--- src/rtl/sp2c_pkg.sv ---
// shared constants and types for the scan polar to cartesian converter
`default_nettype none

package sp2c_pkg;

    // default parameter values
    localparam int RANGE_BITS_DEF = 16;
    localparam int ANGLE_BITS_DEF = 16;

    // result buffer depth, covers the pipeline fill plus some slack
    localparam int RESULT_DEPTH = 8;

    // fixed field widths
    localparam int RANGE_W = 16;
    localparam int CFG_W   = 16;
    localparam int COORD_W = 17;

    // quarter-wave sine polynomial coefficients
    localparam logic [11:0] POLY_C5 = 12'd2320;
    localparam logic [14:0] POLY_C3 = 15'd21024;
    localparam logic [15:0] POLY_C1 = 16'd51472;

    localparam logic [14:0]        SINE_MAX  = 15'h7FFF;
    localparam logic [31:0]        ROUND_ADD = 32'd16384;
    localparam logic [COORD_W-1:0] COORD_MAX = 17'd65535;

    // configuration register indexes
    typedef enum logic [1:0] {
        CFG_RANGE_MIN   = 2'd0,
        CFG_RANGE_MAX   = 2'd1,
        CFG_ANGLE_START = 2'd2,
        CFG_ANGLE_STEP  = 2'd3
    } t_cfg_reg;

endpackage

`default_nettype wire

--- src/rtl/scan_polar_to_cartesian.sv ---
// top level: range scanner samples to cartesian points
//
// usage:
//   s_axis carries one range sample per transfer; tuser flags the first
//   sample of a scan, which restarts the beam angle at angle_start. every
//   other sample takes the previous beam angle plus angle_step (wrapping).
//   samples outside the configured range band still advance the angle but
//   give no result; every other sample gives one point on m_axis.
//   the cfg channel writes one register per transfer (always ready); write
//   it only while no sample is in flight.
// path: the input transfer reaches m_axis_tvalid through the four-multiply
//   sine polynomial (one multiply per stage), the range scaling that writes
//   the result buffer and the registered output word.
// throughput: one sample per cycle, sustained while m_axis_tready is high.
// stall: the pipeline never stops; results wait in an 8-entry buffer ahead
//   of the output register, and s_axis_tready drops once eight points are
//   in flight or waiting.
// reset: config registers to their defaults, beam angle to zero, pipeline,
//   result buffer and output register emptied.
`default_nettype none

module scan_polar_to_cartesian #(
    parameter int RANGE_BITS = sp2c_pkg::RANGE_BITS_DEF,
    parameter int ANGLE_BITS = sp2c_pkg::ANGLE_BITS_DEF
) (
    input  wire logic        i_clk,
    input  wire logic        i_rst_n,
    // sample stream
    input  wire logic        s_axis_tvalid,
    output logic             s_axis_tready,
    input  wire logic [15:0] s_axis_tdata,   // [15:0] range
    input  wire logic [0:0]  s_axis_tuser,   // [0] first_in_scan
    // point stream
    output logic             m_axis_tvalid,
    input  wire logic        m_axis_tready,
    output logic [39:0]      m_axis_tdata,   // [16:0] point_x, [33:17] point_y, zero pad
    // configuration writes
    input  wire logic        i_cfg_valid,
    output logic             o_cfg_ready,
    input  wire logic [1:0]  i_cfg_index,
    input  wire logic [15:0] i_cfg_data
);

    localparam int AB = ANGLE_BITS;
    localparam int N  = AB - 2;      // bits within a quadrant
    localparam int ZW = N + 1;       // quadrant position, 0 .. 2^N
    localparam int FD = sp2c_pkg::RESULT_DEPTH;
    localparam int PW = $clog2(FD);
    localparam int CW = sp2c_pkg::COORD_W;

    localparam logic [15:0] RMASK = (RANGE_BITS >= 16) ? 16'hFFFF :
                                    16'((32'd1 << RANGE_BITS) - 32'd1);
    localparam logic [ZW-1:0] ZFULL   = ZW'(1) << N;
    localparam logic [AB-1:0] QUARTER = AB'(1) << N;

    // configuration
    logic [15:0] r_band_lo;
    logic [15:0] r_band_hi;
    logic [15:0] r_angle_start;
    logic [15:0] r_angle_step;

    assign o_cfg_ready = 1'b1;

    always_ff @(posedge i_clk) begin
        if (!i_rst_n) begin
            r_band_lo     <= '0;
            r_band_hi     <= 16'hFFFF;
            r_angle_start <= '0;
            r_angle_step  <= '0;
        end else if (i_cfg_valid && o_cfg_ready) begin
            unique case (sp2c_pkg::t_cfg_reg'(i_cfg_index))
                sp2c_pkg::CFG_RANGE_MIN:   r_band_lo     <= i_cfg_data;
                sp2c_pkg::CFG_RANGE_MAX:   r_band_hi     <= i_cfg_data;
                sp2c_pkg::CFG_ANGLE_START: r_angle_start <= i_cfg_data;
                sp2c_pkg::CFG_ANGLE_STEP:  r_angle_step  <= i_cfg_data;
            endcase
        end
    end

    // sign-extend the 16-bit angle registers, then wrap to AB bits
    logic [31:0]   w_start_wide;
    logic [31:0]   w_step_wide;
    logic [AB-1:0] w_start_ext;
    logic [AB-1:0] w_step_ext;

    assign w_start_wide = {{16{r_angle_start[15]}}, r_angle_start};
    assign w_step_wide  = {{16{r_angle_step[15]}}, r_angle_step};
    assign w_start_ext  = w_start_wide[AB-1:0];
    assign w_step_ext   = w_step_wide[AB-1:0];

    // input side: beam angle and band check at the transfer
    logic          w_in_xfer;
    logic [15:0]   w_range;
    logic          w_band_ok;
    logic [AB-1:0] w_angle;
    logic [AB-1:0] r_next_angle;
    logic [PW:0]   r_used;        // points in flight plus waiting

    assign s_axis_tready = (r_used < (PW+1)'(FD));
    assign w_in_xfer     = s_axis_tvalid && s_axis_tready;
    assign w_range       = s_axis_tdata & RMASK;
    assign w_band_ok     = (w_range >= r_band_lo) && (w_range <= r_band_hi);
    assign w_angle       = s_axis_tuser[0] ? w_start_ext : r_next_angle;

    always_ff @(posedge i_clk) begin
        if (!i_rst_n) begin
            r_next_angle <= '0;
        end else if (w_in_xfer) begin
            r_next_angle <= w_angle + w_step_ext;
        end
    end

    // pipeline valids; only in-band samples travel
    logic r_v_s1, r_v_s2, r_v_s3, r_v_s4, r_v_s5;

    always_ff @(posedge i_clk) begin
        if (!i_rst_n) begin
            r_v_s1 <= 1'b0;
            r_v_s2 <= 1'b0;
            r_v_s3 <= 1'b0;
            r_v_s4 <= 1'b0;
            r_v_s5 <= 1'b0;
        end else begin
            r_v_s1 <= w_in_xfer && w_band_ok;
            r_v_s2 <= r_v_s1;
            r_v_s3 <= r_v_s2;
            r_v_s4 <= r_v_s3;
            r_v_s5 <= r_v_s4;
        end
    end

    // payload; lane 0 is cosine (x), lane 1 is sine (y)
    logic [15:0]   r_rng_s1, r_rng_s2, r_rng_s3, r_rng_s4, r_rng_s5;
    logic [AB-1:0] r_ang_s1;

    logic [AB-1:0]    w_lane_ang [2];
    logic [ZW-1:0]    w_z        [2];
    logic [2*ZW-1:0]  w_zz       [2];
    logic [12+ZW-1:0] w_p5       [2];
    logic [14:0]      w_d3       [2];
    logic [15+ZW-1:0] w_p3       [2];
    logic [15:0]      w_d1       [2];
    logic [16+ZW-1:0] w_p1       [2];
    logic [15:0]      w_t3       [2];
    logic [31:0]      w_prod     [2];
    logic [CW-1:0]    w_mag      [2];
    logic [CW-1:0]    w_mag_sat  [2];
    logic [CW-1:0]    w_coord    [2];

    logic [ZW-1:0] r_z_s2 [2], r_z_s3 [2], r_z_s4 [2];
    logic [ZW-1:0] r_zsq_s2 [2], r_zsq_s3 [2];
    logic [11:0]   r_t1_s3 [2];
    logic [14:0]   r_t2_s4 [2];
    logic [14:0]   r_sin_s5 [2];
    logic          r_neg_s2 [2], r_neg_s3 [2], r_neg_s4 [2], r_neg_s5 [2];

    assign w_lane_ang[0] = r_ang_s1 + QUARTER;
    assign w_lane_ang[1] = r_ang_s1;

    always_comb begin
        for (int l = 0; l < 2; l++) begin
            // fold the angle into the first quadrant
            w_z[l] = w_lane_ang[l][N] ? (ZFULL - {1'b0, w_lane_ang[l][N-1:0]})
                                      : {1'b0, w_lane_ang[l][N-1:0]};
            w_zz[l] = w_z[l] * w_z[l];
            w_p5[l] = sp2c_pkg::POLY_C5 * r_zsq_s2[l];
            w_d3[l] = sp2c_pkg::POLY_C3 - {3'b000, r_t1_s3[l]};
            w_p3[l] = w_d3[l] * r_zsq_s3[l];
            w_d1[l] = sp2c_pkg::POLY_C1 - {1'b0, r_t2_s4[l]};
            w_p1[l] = r_z_s4[l] * w_d1[l];
            w_t3[l] = w_p1[l][N+15:N];
            // scale by range, round half away from zero on the magnitude
            w_prod[l]    = 32'(r_rng_s5) * 32'(r_sin_s5[l]) + sp2c_pkg::ROUND_ADD;
            w_mag[l]     = w_prod[l][31:15];
            w_mag_sat[l] = (w_mag[l] > sp2c_pkg::COORD_MAX) ? sp2c_pkg::COORD_MAX
                                                             : w_mag[l];
            w_coord[l]   = r_neg_s5[l] ? (CW'(0) - w_mag_sat[l]) : w_mag_sat[l];
        end
    end

    always_ff @(posedge i_clk) begin
        r_rng_s1 <= w_range;
        r_ang_s1 <= w_angle;
        r_rng_s2 <= r_rng_s1;
        r_rng_s3 <= r_rng_s2;
        r_rng_s4 <= r_rng_s3;
        r_rng_s5 <= r_rng_s4;
        for (int l = 0; l < 2; l++) begin
            // stage 2: fold and square
            r_z_s2[l]   <= w_z[l];
            r_neg_s2[l] <= w_lane_ang[l][AB-1];
            r_zsq_s2[l] <= w_zz[l][N+ZW-1:N];
            // stage 3: fifth-order term
            r_z_s3[l]   <= r_z_s2[l];
            r_zsq_s3[l] <= r_zsq_s2[l];
            r_neg_s3[l] <= r_neg_s2[l];
            r_t1_s3[l]  <= w_p5[l][N+11:N];
            // stage 4: third-order term
            r_z_s4[l]   <= r_z_s3[l];
            r_neg_s4[l] <= r_neg_s3[l];
            r_t2_s4[l]  <= w_p3[l][N+14:N];
            // stage 5: linear term and clamp at one
            r_neg_s5[l] <= r_neg_s4[l];
            r_sin_s5[l] <= (w_t3[l] > {1'b0, sp2c_pkg::SINE_MAX}) ? sp2c_pkg::SINE_MAX
                                                                  : w_t3[l][14:0];
        end
    end

    // result buffer, drained through a registered output word
    logic [2*CW-1:0] r_fifo [FD];
    logic [PW:0]     r_wr_ptr;
    logic [PW:0]     r_rd_ptr;
    logic [PW:0]     w_fifo_cnt;
    logic            r_out_valid;
    logic [2*CW-1:0] r_out_data;
    logic            w_out_xfer;
    logic            w_load;

    assign w_fifo_cnt    = r_wr_ptr - r_rd_ptr;
    assign w_out_xfer    = r_out_valid && m_axis_tready;
    // refill the output word when it is empty or leaving this cycle
    assign w_load        = (w_fifo_cnt != '0) && (!r_out_valid || m_axis_tready);
    assign m_axis_tvalid = r_out_valid;
    assign m_axis_tdata  = {6'b000000, r_out_data};

    always_ff @(posedge i_clk) begin
        if (r_v_s5) begin
            r_fifo[r_wr_ptr[PW-1:0]] <= {w_coord[1], w_coord[0]};
        end
        if (w_load) begin
            r_out_data <= r_fifo[r_rd_ptr[PW-1:0]];
        end
    end

    always_ff @(posedge i_clk) begin
        if (!i_rst_n) begin
            r_wr_ptr    <= '0;
            r_rd_ptr    <= '0;
            r_used      <= '0;
            r_out_valid <= 1'b0;
        end else begin
            if (r_v_s5) begin
                r_wr_ptr <= r_wr_ptr + (PW+1)'(1);
            end
            if (w_load) begin
                r_rd_ptr <= r_rd_ptr + (PW+1)'(1);
            end
            priority if (w_load) begin
                r_out_valid <= 1'b1;
            end else if (w_out_xfer) begin
                r_out_valid <= 1'b0;
            end else begin
                r_out_valid <= r_out_valid;
            end
            // credit: taken by an in-band sample, returned when its point leaves
            priority if ((w_in_xfer && w_band_ok) && !w_out_xfer) begin
                r_used <= r_used + (PW+1)'(1);
            end else if (!(w_in_xfer && w_band_ok) && w_out_xfer) begin
                r_used <= r_used - (PW+1)'(1);
            end else begin
                r_used <= r_used;
            end
        end
    end

    // checks
    a_used_bound: assert property (@(posedge i_clk) disable iff (!i_rst_n)
        r_used <= (PW+1)'(FD))
        else $error("credit count above buffer depth");

    a_no_overflow: assert property (@(posedge i_clk) disable iff (!i_rst_n)
        r_v_s5 |-> (w_fifo_cnt < (PW+1)'(FD)))
        else $error("result buffer written while full");

    a_credit_match: assert property (@(posedge i_clk) disable iff (!i_rst_n)
        ((PW+1)'($countones({r_v_s1, r_v_s2, r_v_s3, r_v_s4, r_v_s5})) + w_fifo_cnt
            + {{PW{1'b0}}, r_out_valid}) == r_used)
        else $error("credit count disagrees with points in flight");

    a_out_hold: assert property (@(posedge i_clk) disable iff (!i_rst_n)
        (m_axis_tvalid && !m_axis_tready) |=> (m_axis_tvalid && $stable(m_axis_tdata)))
        else $error("point changed while stalled");

    a_scan_restart: assert property (@(posedge i_clk) disable iff (!i_rst_n)
        (w_in_xfer && s_axis_tuser[0]) |=> (r_ang_s1 == $past(w_start_ext)))
        else $error("first sample of a scan did not take the start angle");

endmodule

`default_nettype wire

--- config.mk ---
export PLATFORM = sky130hd
export DESIGN_NAME = scan_polar_to_cartesian
export DESIGN_NICKNAME = d
export VERILOG_FILES = /design/src/rtl/sp2c_pkg.sv /design/src/rtl/scan_polar_to_cartesian.sv
export SDC_FILE = /design/constraint.sdc
export NUM_CORES = 2
export LEC_CHECK = 0
export ABC_AREA = 1
export BUFFER_PORTS_ARGS = -buffer_cell sky130_fd_sc_hd__buf_4
export CAP_MARGIN = 5
export CORE_UTILIZATION = 55
export CTS_CLUSTER_SIZE = 30
export DETAILED_ROUTE_END_ITERATION = 6
export PLACE_DENSITY = 0.76
export SYNTH_ARGS = -nofsm -noshare
export SYNTH_HDL_FRONTEND = slang
export SYNTH_SLANG_ARGS = --single-unit
--- constraint.sdc ---
create_clock -name i_clk -period 10.1 [get_ports i_clk]
set_clock_uncertainty 0.1 [all_clocks]
set_input_delay 1.515 -clock i_clk [delete_from_list [all_inputs] [get_ports i_clk]]
set_output_delay 1.515 -clock i_clk [all_outputs]
set_load 0.03 [all_outputs]
-- Word level (Yosys, flattened, before mapping)
Memories as Yosys holds them, arrays and structs flattened. A register that Yosys moved wholly into a read port is not among the register bits.
Cells that the tools add are included.
- add/sub/neg operators: 17
- multipliers: 10
- $lt $le $gt $ge: 7
- eq/ne operators: 3
- multiplexer cells: 15
- reductions and logical operators: 19
- operator list (kind ; count):
    $mul A15 B15 Y29 ; 4
    $mux W17 ; 4
    $add A31 B15 Y32 const B ; 2
    $mul A16 B15 Y31 ; 2
    $mul A15 B16 Y30 ; 2
    $mux W15 ; 4
    $mul A8 B15 Y22 const A ; 2
    $gt A17 B16 Y1 const B ; 2
    $sub A1 B17 Y17 const A ; 2
    $gt A16 B15 Y1 const B ; 2
    $sub A16 B15 Y16 const A ; 2
    $sub A15 B12 Y15 const A ; 2
    $sub A15 B14 Y15 const A ; 2
    $add A16 B15 Y16 const B ; 1
    $add A16 B16 Y16 ; 1
    $ge A16 B16 Y1 ; 1
    $le A16 B16 Y1 ; 1
    $mux W16 ; 1
    $add A4 B1 Y4 const B ; 3
    $mux W4 ; 2
    $reduce_and A2 Y1 ; 4
    $logic_and A1 B1 Y1 ; 7
    $eq A2 B2 Y1 const B ; 2
    $lt A4 B4 Y1 const B ; 1
    9 further kinds ; 15
- bits in registers: 194
- memory bits (writable): 514
- input port bits: 40
- output and inout bits: 43
- logic and storage cells: 104
- memories: 13
- memories (name ; words ; bits a word ; rd ports ; clocked after memory_dff ; write ports ; RTL line ; text):
    r_fifo ; 8 ; 34 ; 1 ; 1 ; 1 ; scan_polar_to_cartesian.sv:210 ; logic [2*CW-1:0] r_fifo [FD];
    r_sin_s5 ; 2 ; 15 ; 2 ; 0 ; 2 ; scan_polar_to_cartesian.sv:154 ; logic [14:0] r_sin_s5 [2];
    r_t2_s4 ; 2 ; 15 ; 2 ; 0 ; 2 ; scan_polar_to_cartesian.sv:153 ; logic [14:0] r_t2_s4 [2];
    r_z_s2 ; 2 ; 15 ; 2 ; 0 ; 2 ; scan_polar_to_cartesian.sv:150 ; logic [ZW-1:0] r_z_s2 [2], r_z_s3 [2], r_z_s4 [2];
    r_z_s3 ; 2 ; 15 ; 2 ; 0 ; 2 ; scan_polar_to_cartesian.sv:150 ;
    r_z_s4 ; 2 ; 15 ; 2 ; 0 ; 2 ; scan_polar_to_cartesian.sv:150 ;
    7 more memories ; -- ; -- ; -- ; -- ; -- ; -- ;

-- Depth between registers and ports, before layout
- depth in word-level cells: 7
- mapped depth: 39
- depth with buffers taken out: 37

-- Worst setup path after synthesis
OpenSTA, ideal clock, no wires.
- path type: register -> register
- from: register r_ang_s1[0]
- to: memory r_zsq_s2[0][27] in the netlist's numbering
- library setup time: 0.123 ns
- arrival time: 7.225 ns
- required time: 9.877 ns
- slack: 2.652 ns
- stages on the path, launching flop included: 36
- path buffers: 4
- period minus slack after synthesis: 7.448 ns
- path through: dfxtp_1 buf_2 inv_1 clkbuf_1 clkbuf_1 ha_1 nand4_1 inv_1 nand2_1 nor3_2 nand2_1 nand2_1 nand3_1 o21ai_1 clkinv_1 nor2_1 inv_1 fa_1 inv_1 fa_1 inv_1 fa_1 fa_1 inv_1 fa_1 fa_1 ha_1 clkbuf_1 nand3_1 nor3_1 nand3_1 o2111ai_1 nand3_1 nand2_1 a21oi_1 xor2_1
- RTL lines (element ; RTL line ; text):
    start, declared ; scan_polar_to_cartesian.sv:134 ; logic [AB-1:0] r_ang_s1;
    start signal, assigned ; scan_polar_to_cartesian.sv:183 ; r_ang_s1 <= w_angle;
    end, declared ; scan_polar_to_cartesian.sv:151 ; logic [ZW-1:0] r_zsq_s2 [2], r_zsq_s3 [2];

==> flow_metrics.py <==
metrics = {
    "outcome": {
        "status": "complete, but fails checks",
        "failed_checks": "DRC",
    },
    "critical_path": {
        "slowest_delay_ns": 0.66,
        "critPathRequiredTime_ns": 10.62,
        "crit_arrival_ns": 8.82,
        "start_kind": "flip-flop",
        "r2r_cells": 30,
        "worstSetupPathType": "reg2reg",
        "crit_path_top_delay_cell": "inv_1",
        "crit_fanout": 21,
        "end_kind": "flip-flop",
    },
    "timing": {
        "drv_slew": 0,
        "rsz0062_at_grt": "false",
        "setup_tns_ns": 0,
        "slew_headroom_pct": 21.97,
        "worst_pin_slew_ns": 1.167,
        "finalSetupViolations": 0,
        "fin_crit_ns": 8.305,
        "max_freq_mhz": 120.4,
        "hold_viol": 0,
        "fin_crit_sh_pct": 82.22,
    },
    "finish": {
        "drive_above_1_share_pct": 3.493,
        "layout_commonest_cell": "inv_1",
        "mostFrequentLayoutCells": "inv_1, nand2_1, fa_1, nor2_1, ha_1",
        "diodes": 0,
        "stdcell_count": 12120,
        "nNetsFinal": 12268,
        "area_growth_pct": 5.739,
    },
    "die": {
        "fp-row-count": 144,
        "die_h_um": 397.1,
        "start_util_pct": 55.55,
        "die_x_um": 397.1,
        "io_pins": 83,
        "die-area_sq_um": 157700,
        "coreArea_sq_um": 154600,
    },
    "clock_network": {
        "hold_buffers": 0,
        "cts_made_buffers": 77,
        "post_cts_resized": 0,
        "cts.sinks": 739,
        "cts_setup_buffers": 0,
        "clk_pin_slew_ns": 0.07,
        "clock_path_buffers": 3,
        "cts_tree": "built",
        "clkLatencyLatePin_ns": 0.70,
        "root_buffer": "clkbuf_16",
        "ctsHtreeMaxLevel": 3,
    },
    "place": {
        "globalplace.congestion": 0.9869,
        "hpwlAfterDp_um": 164400,
        "dpl.cell_count": 11978,
        "io_buffers": 75,
    },
    "synth": {
        "yosysUniqueCellTypes": 60,
        "syn_avg_cell_area_sq_um": 8.490,
        "async_reset_ff_share_pct": 0,
        "ys_seq_area_share_pct": 20.79,
        "synth-edff-count": 306,
        "ys_warn_count": 0,
        "synthCells": 10115,
        "yosys-top-cells-area": "fa_1, ha_1, edfxtp_1, dfxtp_1, inv_1",
        "synth_area_sq_um": 85870,
        "ys_ff_latch": 739,
        "synthFlopType": "dfxtp_1",
        "synth.top_cell.area_share_pct": 30.54,
        "synth_top_cell_by_area": "fa_1",
    },
    "global_routing": {
        "grt_pass1_wl_um": 343900,
        "antenna_found_initial": 4,
        "grt_pass1_vias": 68321,
        "grt.overflow.total": 0,
        "grt_usage_pct": 27.06,
        "grt_start_max_net_pins": 96,
    },
    "worst_hold_path": {
        "hp-class": "reg2reg",
        "min_path_cells": 0,
    },
    "routing": {
        "routed_wl_um": 207800,
        "postRouteAntennaNets": 0,
        "first_pass_iters": 7,
        "wl_per_cell_um": 17.15,
        "vias": 65417,
        "drc": 2,
        "drtIter0Drc": 5258,
        "vias_per_cell": 5.397,
    },
    "run": {
        "drv_cap": 0,
    },
}
==> metal layers <==
layer	wire length, um	up-vias	share of wire [%]	GRT usage [%]
met5	0	-	0	0
met3	18730	416	9.0	4.923
li1	-	30388	-	-
met4	5846	0	2.8	8.125
met2	97710	2696	47	44.41
met1	85510	31917	41	36.52
==> per-stage QoR <==
step	util, %	hold WS [ns]	worst slack [ns]	cell area [sq um]
detailed placement	57.05	0.2121	1.884	88190
global route	58.74	0.2169	1.192	90800
finish	58.74	0.2121	1.795	90800
floorplan	-	0.2096	2.652	85970
CTS	58.73	0.2058	1.876	90790
global placement	57.05	0.2101	1.948	88190
==> state kept, by name, indices dropped and copies added (netlist names), 24 cells and up <==
register and cells:
r_z_s2 29, r_sin_s5 30, r_zsq_s2 30, r_t1_s3 24
r_z_s4 29, r_t2_s4 30, r_zsq_s3 30, r_out_data 34
r_fifo 272, r_z_s3 29
==> final timing paths <==
check / slack (ns) / start / end
max reg2reg: 1.80 / r_ang_s1[0] / r_zsq_s2[0][27]
min: 0.21 / r_rng_s4[12] / r_rng_s5[12]
max: 1.80 / r_ang_s1[0] / r_zsq_s2[0][27]
min reg2reg: 0.21 / r_rng_s4[12] / r_rng_s5[12]
==> worst max-delay path: cells and delay by family, from the launching register on <==
kind	cells	cell delay, ns
adders and majority gates	8	3.55
buffers and inverters	7	1.50
AOI/OAI and AO/OA	5	1.31
and+or+nand+nor	9	1.20
DFF	1	0.41
xor gates and xnor gates	1	0.17
==> Yosys cell counts, types with 14 or more instances <==
| cell | n |
|---|---|
| xnor2_1 | 80 |
| o21ai_1 | 16 |
| clkbuf_1 | 293 |
| nand3b_1 | 22 |
| clkinv_1 | 34 |
| o21a_1 | 17 |
| nor3_1 | 60 |
| or2_2 | 19 |
| nand2_1 | 1999 |
| a31oi_1 | 48 |
| ha_1 | 904 |
| nor4_1 | 14 |
| nand4_1 | 50 |
| nand3_1 | 117 |
| nor2_2 | 14 |
| o22ai_1 | 35 |
| buf_4 | 14 |
| o21ai_0 | 367 |
| fa_1 | 1310 |
| dfxtp_1 | 433 |
| o211ai_1 | 31 |
| o21bai_1 | 25 |
| a21o_1 | 23 |
| nor2_1 | 963 |
| edfxtp_1 | 306 |
| nand2_2 | 19 |
| xor2_1 | 120 |
| a21oi_1 | 364 |
| inv_1 | 2303 |
==> layout make-up <==
cell class / count / area, sq um
clock buffer: 93 / 2047
clock inverter: 48 / 558.0
fill: 13242 / 63790
inverter: 2346 / 8807
multi-input combinational: 6728 / 58050
sequential: 739 / 17860
tap: 2044 / 2557
timing repair buffer: 122 / 915.9
==> cell families (layout without fill, tap and decap cells) <==
kind of cell	Yosys count	count (layout)	share of synthesized area [%]
buffers and inverters	2673	2609	11.79
XOR/XNOR	201	201	2.059
other	2	27	0.008746
AO/OA/AOI/OAI	976	976	6.302
AND/OR/NAND/NOR	3310	3310	15.34
flip-flops	739	739	20.79
adder cells (fa/ha/maj)	2214	2214	43.71
Power is left out: the tool's default activity adds up to more than one toggle a clock period on the data nets, which glitch-free logic cannot reach.
